$ cat src/rtl/rgba_blend_pkg.sv
`default_nettype none
package rgba_blend_pkg;

    localparam int DEF_MAX_WIDTH  = 256;
    localparam int DEF_MAX_HEIGHT = 256;

    localparam logic [16:0] ALPHA_ONE = 17'd65536;

    // request kinds
    localparam logic [1:0] REQ_BLEND  = 2'd0;
    localparam logic [1:0] REQ_READ   = 2'd1;
    localparam logic [1:0] REQ_CLEAR  = 2'd2;
    localparam logic [1:0] REQ_UNUSED = 2'd3;

    // result status codes
    localparam logic [1:0] ST_OK      = 2'd0;
    localparam logic [1:0] ST_DROP    = 2'd1;
    localparam logic [1:0] ST_CLEARED = 2'd2;

    // register indexes
    localparam logic [1:0] REG_WIDTH  = 2'd0;
    localparam logic [1:0] REG_HEIGHT = 2'd1;
    localparam logic [1:0] REG_BG_RGB = 2'd2;
    localparam logic [1:0] REG_BG_EN  = 2'd3;

    // datapath operations
    localparam logic [3:0] OP_NOP      = 4'd0;
    localparam logic [3:0] OP_LOAD     = 4'd1;
    localparam logic [3:0] OP_ADDR     = 4'd2;
    localparam logic [3:0] OP_READ     = 4'd3;
    localparam logic [3:0] OP_MULW     = 4'd4;
    localparam logic [3:0] OP_DEN      = 4'd5;
    localparam logic [3:0] OP_PROD     = 4'd6;
    localparam logic [3:0] OP_NUM      = 4'd7;
    localparam logic [3:0] OP_DIVINIT  = 4'd8;
    localparam logic [3:0] OP_DIVSTEP  = 4'd9;
    localparam logic [3:0] OP_DIVEND   = 4'd10;
    localparam logic [3:0] OP_SWEEP    = 4'd11;
    localparam logic [3:0] OP_RSTSWEEP = 4'd12;
    localparam logic [3:0] OP_OUT      = 4'd13;

    typedef struct packed {
        logic [3:0] op;
        logic [1:0] chan;
    } cmd_t;

    typedef struct packed {
        logic [1:0] req;
        logic       drop;
        logic       sweep_last;
    } sts_t;

endpackage
`default_nettype wire

$ cat src/rtl/rgba_blend_ctrl.sv
`default_nettype none
module rgba_blend_ctrl (
    input  wire                  aclk,
    input  wire                  aresetn,
    input  wire                  s_tvalid,
    output logic                 s_tready,
    output logic                 m_tvalid,
    input  wire                  m_tready,
    output rgba_blend_pkg::cmd_t cmd,
    input  rgba_blend_pkg::sts_t sts
);
    import rgba_blend_pkg::*;

    localparam logic [3:0] S_RSTSWEEP = 4'd0;
    localparam logic [3:0] S_IDLE     = 4'd1;
    localparam logic [3:0] S_ADDR     = 4'd2;
    localparam logic [3:0] S_READ     = 4'd3;
    localparam logic [3:0] S_MULW     = 4'd4;
    localparam logic [3:0] S_DEN      = 4'd5;
    localparam logic [3:0] S_PROD     = 4'd6;
    localparam logic [3:0] S_NUM      = 4'd7;
    localparam logic [3:0] S_DIVI     = 4'd8;
    localparam logic [3:0] S_DIVS     = 4'd9;
    localparam logic [3:0] S_DIVE     = 4'd10;
    localparam logic [3:0] S_SWEEP    = 4'd11;
    localparam logic [3:0] S_FIN      = 4'd12;

    logic [3:0] state_reg, state_next;
    logic [1:0] chan_reg, chan_next;
    logic [3:0] cnt_reg, cnt_next;
    logic       out_valid_reg, out_valid_next;
    logic       slot_free;

    assign slot_free = !out_valid_reg || m_tready;
    assign s_tready  = (state_reg == S_IDLE);
    assign m_tvalid  = out_valid_reg;

    always_comb begin
        state_next     = state_reg;
        chan_next      = chan_reg;
        cnt_next       = cnt_reg;
        out_valid_next = out_valid_reg && !m_tready;
        cmd.op         = OP_NOP;
        cmd.chan       = chan_reg;
        case (state_reg)
            S_RSTSWEEP: begin
                cmd.op = OP_RSTSWEEP;
                if (sts.sweep_last) state_next = S_IDLE;
            end
            S_IDLE: begin
                if (s_tvalid) begin
                    cmd.op     = OP_LOAD;
                    state_next = S_ADDR;
                end
            end
            S_ADDR: begin
                if (sts.req == REQ_CLEAR) begin
                    state_next = S_SWEEP;
                end else if (sts.drop) begin
                    state_next = S_FIN;
                end else begin
                    cmd.op     = OP_ADDR;
                    state_next = S_READ;
                end
            end
            S_READ: begin
                cmd.op     = OP_READ;
                state_next = (sts.req == REQ_READ) ? S_FIN : S_MULW;
            end
            S_MULW: begin
                cmd.op     = OP_MULW;
                state_next = S_DEN;
            end
            S_DEN: begin
                cmd.op     = OP_DEN;
                chan_next  = 2'd0;
                state_next = S_PROD;
            end
            S_PROD: begin
                cmd.op     = OP_PROD;
                state_next = S_NUM;
            end
            S_NUM: begin
                cmd.op     = OP_NUM;
                state_next = S_DIVI;
            end
            S_DIVI: begin
                cmd.op     = OP_DIVINIT;
                cnt_next   = 4'd8;
                state_next = S_DIVS;
            end
            S_DIVS: begin
                cmd.op   = OP_DIVSTEP;
                cnt_next = cnt_reg - 4'd1;
                if (cnt_reg == 4'd0) state_next = S_DIVE;
            end
            S_DIVE: begin
                cmd.op = OP_DIVEND;
                if (chan_reg == 2'd2) begin
                    state_next = S_FIN;
                end else begin
                    chan_next  = chan_reg + 2'd1;
                    state_next = S_PROD;
                end
            end
            S_SWEEP: begin
                cmd.op = OP_SWEEP;
                if (sts.sweep_last) state_next = S_FIN;
            end
            S_FIN: begin
                if (slot_free) begin
                    cmd.op         = OP_OUT;
                    out_valid_next = 1'b1;
                    state_next     = S_IDLE;
                end
            end
            default: state_next = S_IDLE;
        endcase
    end

    always_ff @(posedge aclk) begin
        if (!aresetn) begin
            state_reg     <= S_RSTSWEEP;
            chan_reg      <= 2'd0;
            cnt_reg       <= 4'd0;
            out_valid_reg <= 1'b0;
        end else begin
            state_reg     <= state_next;
            chan_reg      <= chan_next;
            cnt_reg       <= cnt_next;
            out_valid_reg <= out_valid_next;
        end
    end

    a_fin_emits: assert property (@(posedge aclk) disable iff (!aresetn)
        (state_reg == S_FIN && !out_valid_reg) |=> out_valid_reg)
        else $error("result not issued from finish state");
    a_div_len: assert property (@(posedge aclk) disable iff (!aresetn)
        (state_reg == S_DIVS && cnt_reg == 4'd0) |=> state_reg == S_DIVE)
        else $error("divider step count wrong");
    a_sweep_end: assert property (@(posedge aclk) disable iff (!aresetn)
        (state_reg == S_SWEEP && sts.sweep_last) |=> state_reg == S_FIN)
        else $error("clear sweep did not finish");

endmodule
`default_nettype wire

$ cat config.mk
export PLATFORM = sky130hd
export DESIGN_NAME = rgba_blend_ctrl
export DESIGN_NICKNAME = d
export VERILOG_FILES = /design/src/rtl/rgba_blend_pkg.sv /design/src/rtl/rgba_blend_ctrl.sv
export SDC_FILE = /design/constraint.sdc
export NUM_CORES = 1
export LEC_CHECK = 0
export BUFFER_PORTS_ARGS = -buffer_cell sky130_fd_sc_hd__clkbuf_2
export CORE_UTILIZATION = 40
export DETAILED_ROUTE_END_ITERATION = 6
export PLACE_DENSITY = 0.59
export SYNTH_ARGS = -nofsm -noshare
export SYNTH_HDL_FRONTEND = slang
export SYNTH_SLANG_ARGS = --single-unit
$ cat constraint.sdc
create_clock -name aclk -period 4.02 [get_ports aclk]
set_input_delay 0.201 -clock aclk [delete_from_list [all_inputs] [get_ports aclk]]
set_output_delay 0.201 -clock aclk [all_outputs]
set_load 0.005 [all_outputs]
==> metrics.yaml, run 1 <==
status:
  status: "finished, final reports clean"
cells_and_area:
  nNetsFinal: 147
  fillerInstances: 214
  area_growth_pct: 12.2
  drive_gt1_share_pct: 16.2
  seq_area_um2: 220
  diodes: 0
  multi_input_area_um2: 628
synthesis:
  netlist_area_um2: 910
  ys_seq_area_share_pct: 24.2
  synth_xor_area_share_pct: 0
  synthCells: 117
  synthMuxAreaShare_pct: 1.10
  synth_compound_area_share_pct: 30.5
  synth_top_family_by_area: "compound AO/OA/AOI/OAI gates"
  synth_cell_type_count: 37
  syn-num-nets: 133
  post_synth.cell_area_avg_um2: 7.77
  ys_ff_latch: 11
  synth_ff_type: "dfxtp_1"
  synth-simple-area-share_pct: 26.4
  synth_fa_ha_area_share_pct: 11.0
  synth_edf_count: 0
  yosys_warnings: 0
  ys_async_sr_fraction_pct: 0
die:
  start_util_pct: 44.5
  core-area_mm2: 0.00204
  fp.dieH_um: 49.7
  die_w_um: 49.7
  rows: 16
  die_area_mm2: 0.00247
  io_pins: 16
pwr:
  leakage_nw: 0.407
  p_total_mw: 0.314
  powerDensity_mw_per_mm2: 308
  ir_drop_mv: 0.164
setup_path:
  arrival_ns: 1.81
  cp.required_ns: 3.82
  worstSetupEndpointType: "output pin"
  rrSetupSlack_ns: 2.14
  cp_max_fo: 18
  crit_path_start_kind: "flip-flop"
  rr_worst_depth: 7
  crit_type: "reg -> out"
global_routing:
  first_global_vias: 719
  met2_usage_pct: 28.6
  grt_max_degree: 19
  grtUsageMet1_pct: 23.5
  grt_usage_pct: 17.7
  globalRouteMet3Util_pct: 1.23
  grt_pass1_wl_um: 3350
  antenna_found_initial: 0
  grt.overflow.total: 0
  grt.busiest_layer: "met2"
cts:
  clock-sinks: 11
  clk_pin_slew_ns: 0.07
  cts_htree_levels: 1
  clk_latency_ns: 0.27
  clockBufferDepth: 2
  cts_resized: 0
  cts_hold_buf: 0
  postCtsSetupBuffers: 0
  cts-root-buf: "clkbuf_4"
  cts_buffers: 3
  cts_tree: "built"
placed_design:
  portBuffers: 15
  place.gp.congestion: 0.811
  hpwl_um: 1560
timing:
  slew_headroom_pct: 64.7
  slew_viol_final: 0
  tightest_slew_ns: 0.529
  fin_crit_sh_pct: 50.1
  max_freq_ghz: 0.496
  rsz0062_at_grt: "no"
  hold_viol_final: 0
  skew_ns: 0.00599
  setup_viol: 0
  period_needed_ns: 2.01
  tns_ns: 0
drt:
  ant_nets: 0
  drtIter0Drc: 24
  drc_errors: 0
  viasPerCell: 5.43
  drt-total-wl_um: 2080
  wl_per_cell_um: 13.2
  vias: 853
  firstDrtPassIters: 4
min_path:
  hp-class: "in -> reg"
  min_path_cells: 2
job:
  maxCapViolCount: 0
-- per-layer routing --
metal	part of all wire [%]	vias up
met4	0.63	0
met3	2.5	2
met2	47	10
met1	50	393
met5	0	-
li1	-	448
-- through the flow --
step / hold WS, ns / cell area (µm²) / std cells / setup WS, ns / utilization, %
after floorplan: 0.354 / 910 / 117 / 2.37 / -
after global placement: 0.505 / 995 / 153 / 2.23 / 48.7
after detailed placement: 0.506 / 995 / 153 / 2.14 / 48.7
after CTS: 0.286 / 1020 / 157 / 2.01 / 50.0
after global routing: 0.294 / 1020 / 157 / 1.83 / 50.0
final: 0.291 / 1020 / 157 / 2.01 / 50.0
-- layout by cell type, fill, tap and decap left out, types with 3 or more instances in the layout --
| master | n |
|---|---|
| clkbuf_2 | 15 |
| dfxtp_1 | 11 |
| inv_1 | 10 |
| a21oi_1 | 9 |
| ha_1 | 8 |
| nor2_1 | 7 |
| o21ai_0 | 6 |
| nand3_1 | 6 |
| and2_1 | 5 |
| nand2b_1 | 5 |
| nor2b_1 | 5 |
| nand2_1 | 5 |
| o31ai_1 | 4 |
| clkbuf_4 | 3 |
-- final cells by class --
| class | instances | area share (%) |
|---|---|---|
| multi-input cells | 90 | 61.5 |
| flip-flops and latches | 11 | 21.6 |
| repair buffers | 15 | 7.35 |
| inverters | 10 | 3.68 |
| well taps | 27 | 3.31 |
| clock buffers | 4 | 2.57 |
-- critical path: stages, from the launching register on --
cell and delay (ns):
dfxtp_1 0.65, and2b_1 0.32, and2_1 0.20, a32oi_1 0.19, nand2_1 0.07, clkbuf_2 0.11
-- cell families (layout without fill, tap and decap cells) --
group                    Yosys count  after routing
flip-flops                        11             11
adder cells (fa/ha/maj)            8              8
buffers and inverters             16             29
AND/OR/NAND/NOR                   42             42
AO/OA/AOI/OAI                     39             39
multiplexers                       1              1
-- worst paths after layout --
check	end	from
setup / recovery	cmd[2]	state_reg[1]
setup reg to reg	state_reg[1]	state_reg[2]
hold / removal	state_reg[1]	aresetn
hold reg to reg	state_reg[2]	state_reg[2]
-- synthesized netlist by cell type (all sizes together), types with 5 or more instances --
| master | number | area (µm²) |
|---|---|---|
| dfxtp | 11 | 220 |
| inv | 10 | 37.5 |
| a21oi | 9 | 45.0 |
| ha | 8 | 100 |
| o21ai | 8 | 43.8 |
| nor2 | 7 | 26.3 |
| nand3 | 6 | 30.0 |
| and2 | 5 | 31.3 |
| clkbuf | 5 | 18.8 |
| nand2 | 5 | 18.8 |
| nand2b | 5 | 31.3 |
| nor2b | 5 | 31.3 |
-- where the power goes --
part / switching (mW) / total [mW] / internal (mW) / leakage (nW)
logic: 0.0593 / 0.107 / 0.0473 / 0.303
registers: 0.0154 / 0.130 / 0.114 / 0.0889
clock network: 0.0392 / 0.0777 / 0.0384 / 0.0150
total: 0.114 / 0.314 / 0.200 / 0.407
(Power assumes the default switching activity.)
==> run 2, diff against run 1 <==
ABC_AREA = 1   (was unset)
PLACE_DENSITY = 0.6   (was 0.59)
clock period = 2 ns   (was 4.02 ns; I/O delays follow)
==> run 2 against run 1 <==
Compared with the run above:
- sequential share of layout area up 0.46 points
- non-clock buffer count did not move
- largest power group unchanged
- largest cell class unchanged
- highest routed layer unchanged
- die area shrank 4.2%
==> metrics.yaml, run 2 <==
setup_path:
  arrival_ns: 1.69  # -0.12 ns
  slowest_stage: "dfxtp_1"
  cp.required_ns: 1.90  # -1.92 ns
  crit_path_start_kind: "flip-flop"
  crit_chain: "inv_1 > ha_1 > nand3_1 > nand2_1 > a21oi_1 > o311ai_0 > clkbuf_2"
  cp_max_fo: 4  # -14
  path_buf_inv: 2  # +1
  cpPeakStageDelay_ns: 0.39  # -0.26 ns
  critical-path-top-delay-family: "flip-flops"
  worstSetupEndpointType: "output pin"
  crit_type: "reg -> out"
cts:
  clock-sinks: 11  # unchanged
  clk_pin_slew_ns: 0.07  # about the same
  cts_resized: 0  # unchanged
  cts_hold_buf: 0  # unchanged
  cts_tree: "built"
  clockBufferDepth: 2  # unchanged
  postCtsSetupBuffers: 0  # unchanged
  cts_htree_levels: 1  # unchanged
  cts_buffers: 3  # unchanged
  clk_latency_ns: 0.26  # about the same
  cts-root-buf: "clkbuf_4"
global_routing:
  grt_max_degree: 9  # -10
  grt.overflow.total: 0  # unchanged
  grt_pass1_wl_um: 3710  # +11%
  first_global_vias: 869  # +21%
  antenna_found_initial: 0  # unchanged
  grt_usage_pct: 19.9  # +2.3 points
status:
  status: "finished, final reports clean"
timing:
  fin_crit_sh_pct: 89.6
  setup_viol: 0  # unchanged
  tns_ns: 0  # unchanged
  skew_ns: 0.000146  # -0.00584 ns
  slew_headroom_pct: 75.3  # +11 points
  slew_viol_final: 0  # unchanged
  hold_viol_final: 0  # unchanged
  max_freq_ghz: 0.558
  period_needed_ns: 1.79
  tightest_slew_ns: 0.370  # -0.159 ns
  rsz0062_at_grt: "no"
synthesis:
  synth_edf_count: 0  # unchanged
  synth_common_cells: "nand2_1, inv_1, nand3_1"
  synth_cell_type_count: 23  # -38%
  synth.most_common_cell: "nand2_1"
  yosys_warnings: 0  # unchanged
  ys_seq_area_share_pct: 25.3  # +1.1 points
  netlist_area_um2: 870  # -4.4%
  post_synth.cell_area_avg_um2: 6.35  # -18%
  syn-num-nets: 153  # +15%
  ys_ff_latch: 11  # unchanged
  ys_async_sr_fraction_pct: 0  # unchanged
  synthCells: 137  # +17%
  synth_top_area_share_pct: 25.3  # +1.1 points
  synth_ff_type: "dfxtp_1"
  synth_area_leaders: "dfxtp_1, ha_1, nand2_1, inv_1, nand3_1"
  yosys.area.top_type: "dfxtp_1"
cells_and_area:
  fillerInstances: 224  # +4.7%
  layout_commonest_cell: "nand2_1"
  design_area_um2: 1000  # -2.1%
  area_growth_pct: 15.0
  diodes: 0  # unchanged
  nNetsFinal: 172  # +17%
  layout_common_cells: "nand2_1, inv_1, clkbuf_2"
  drive_gt1_share_pct: 21.3  # +5.1 points
placed_design:
  placed_area_um2: 973  # -2.1%
  place.gp.congestion: 0.860  # +6.0%
  portBuffers: 15  # unchanged
  hpwl_um: 1660  # +6.8%
die:
  start_util_pct: 43.4  # -1.1 points
  rows: 16  # unchanged
  die_area_mm2: 0.00236  # -4.2%
  die_w_um: 48.6  # -2.1%
  fp.dieH_um: 48.6  # -2.1%
  io_pins: 16  # unchanged
  core-area_mm2: 0.00200  # -2.0%
drt:
  wl_per_cell_um: 10.9  # -17%
  vias: 920  # +7.9%
  drt-total-wl_um: 1990  # -4.1%
  viasPerCell: 5.05  # -7.0%
  drc_errors: 0  # unchanged
  firstDrtPassIters: 4  # unchanged
  drtIter0Drc: 22  # -8.3%
  ant_nets: 0  # unchanged
pwr:
  p_int_mw: 0.354  # +77%
  leakage_nw: 0.475  # +17%
  pwr-share-comb_pct: 26.4  # -7.6 points
  powerDensity_mw_per_mm2: 522  # +70%
  ir_drop_mv: 0.451  # +170%
  sequentialPowerShare_pct: 45.4  # +4.1 points
  p_switching_mw: 0.169  # +48%
  swShare_pct: 32.3  # -4.0 points
  p_clk_share_pct: 28.2  # +3.5 points
min_path:
  hp-class: "in -> reg"
job:
  maxCapViolCount: 0  # unchanged
run 2: final cells by class:
| cell class | instances | area (µm²) | area share [%] |
|---|---|---|---|
| repair buffers | 15 | 75.1 | 7.51 |
| well taps | 27 | 33.8 | 3.38 |
| clock buffers | 4 | 26.3 | 2.63 |
| flip-flops and latches | 11 | 220 | 22.0 |
| inverters | 30 | 113 | 11.3 |
| multi-input cells | 95 | 532 | 53.2 |
run 2: layer usage:
metal  track usage (%)  up-vias  routed length [µm]
li1                  -      482                   -
met1              26.4      409                 983
met2              32.2       27                 883
met3              7.23        2                 118
met4              1.47        0                   4
met5                 0        -                   0
run 2: tightest hold or removal path, stage by stage:
cell and delay [ns]:
clkbuf_2 0.08, nor2_1 0.05, inv_1 0.06, a21oi_1 0.05
run 2: power groups by stage:
| stage | registers (mW) | logic, mW | clock network [mW] |
|---|---|---|---|
| final | 0.237 | 0.138 | 0.147 |
| after global routing | 0.239 | 0.157 | 0.168 |
| after CTS | 0.237 | 0.137 | 0.155 |
| after detailed placement | 0.242 | 0.136 | 0 |
| after global placement | 0.242 | 0.136 | 0 |
| after floorplan | 0.237 | 0.0966 | 0 |
run 2: cell families after synthesis:
kind of cell	synth area share [%]
AOI/OAI and AO/OA	17.8
adders and majority gates	11.5
buffers and inverters	13.5
DFF	25.3
and+or+nand+nor	31.8
run 2: stage by stage:
stage / util [%] / total power, mW / cells / setup slack [ns] / hold slack (ns)
detailed placement: 48.6 / 0.378 / 178 / 0.394 / 0.404
global route: 49.9 / 0.563 / 182 / 0.0276 / 0.130
CTS: 49.9 / 0.528 / 182 / 0.218 / 0.119
global placement: 48.6 / 0.378 / 178 / 0.418 / 0.389
finish: 49.9 / 0.522 / 182 / 0.208 / 0.123
floorplan: - / 0.334 / 137 / 0.622 / 0.238
run 2: final timing paths:
path	start	to	slack, ns	cells past startpoint
worst max-delay path	state_reg[2]	cmd[3]	0.21	7
worst max register to register	state_reg[2]	chan_reg[1]	0.36	8
worst min-delay path	m_tready	m_tvalid	0.12	4
worst min register to register	cnt_reg[2]	cnt_reg[2]	0.47	2
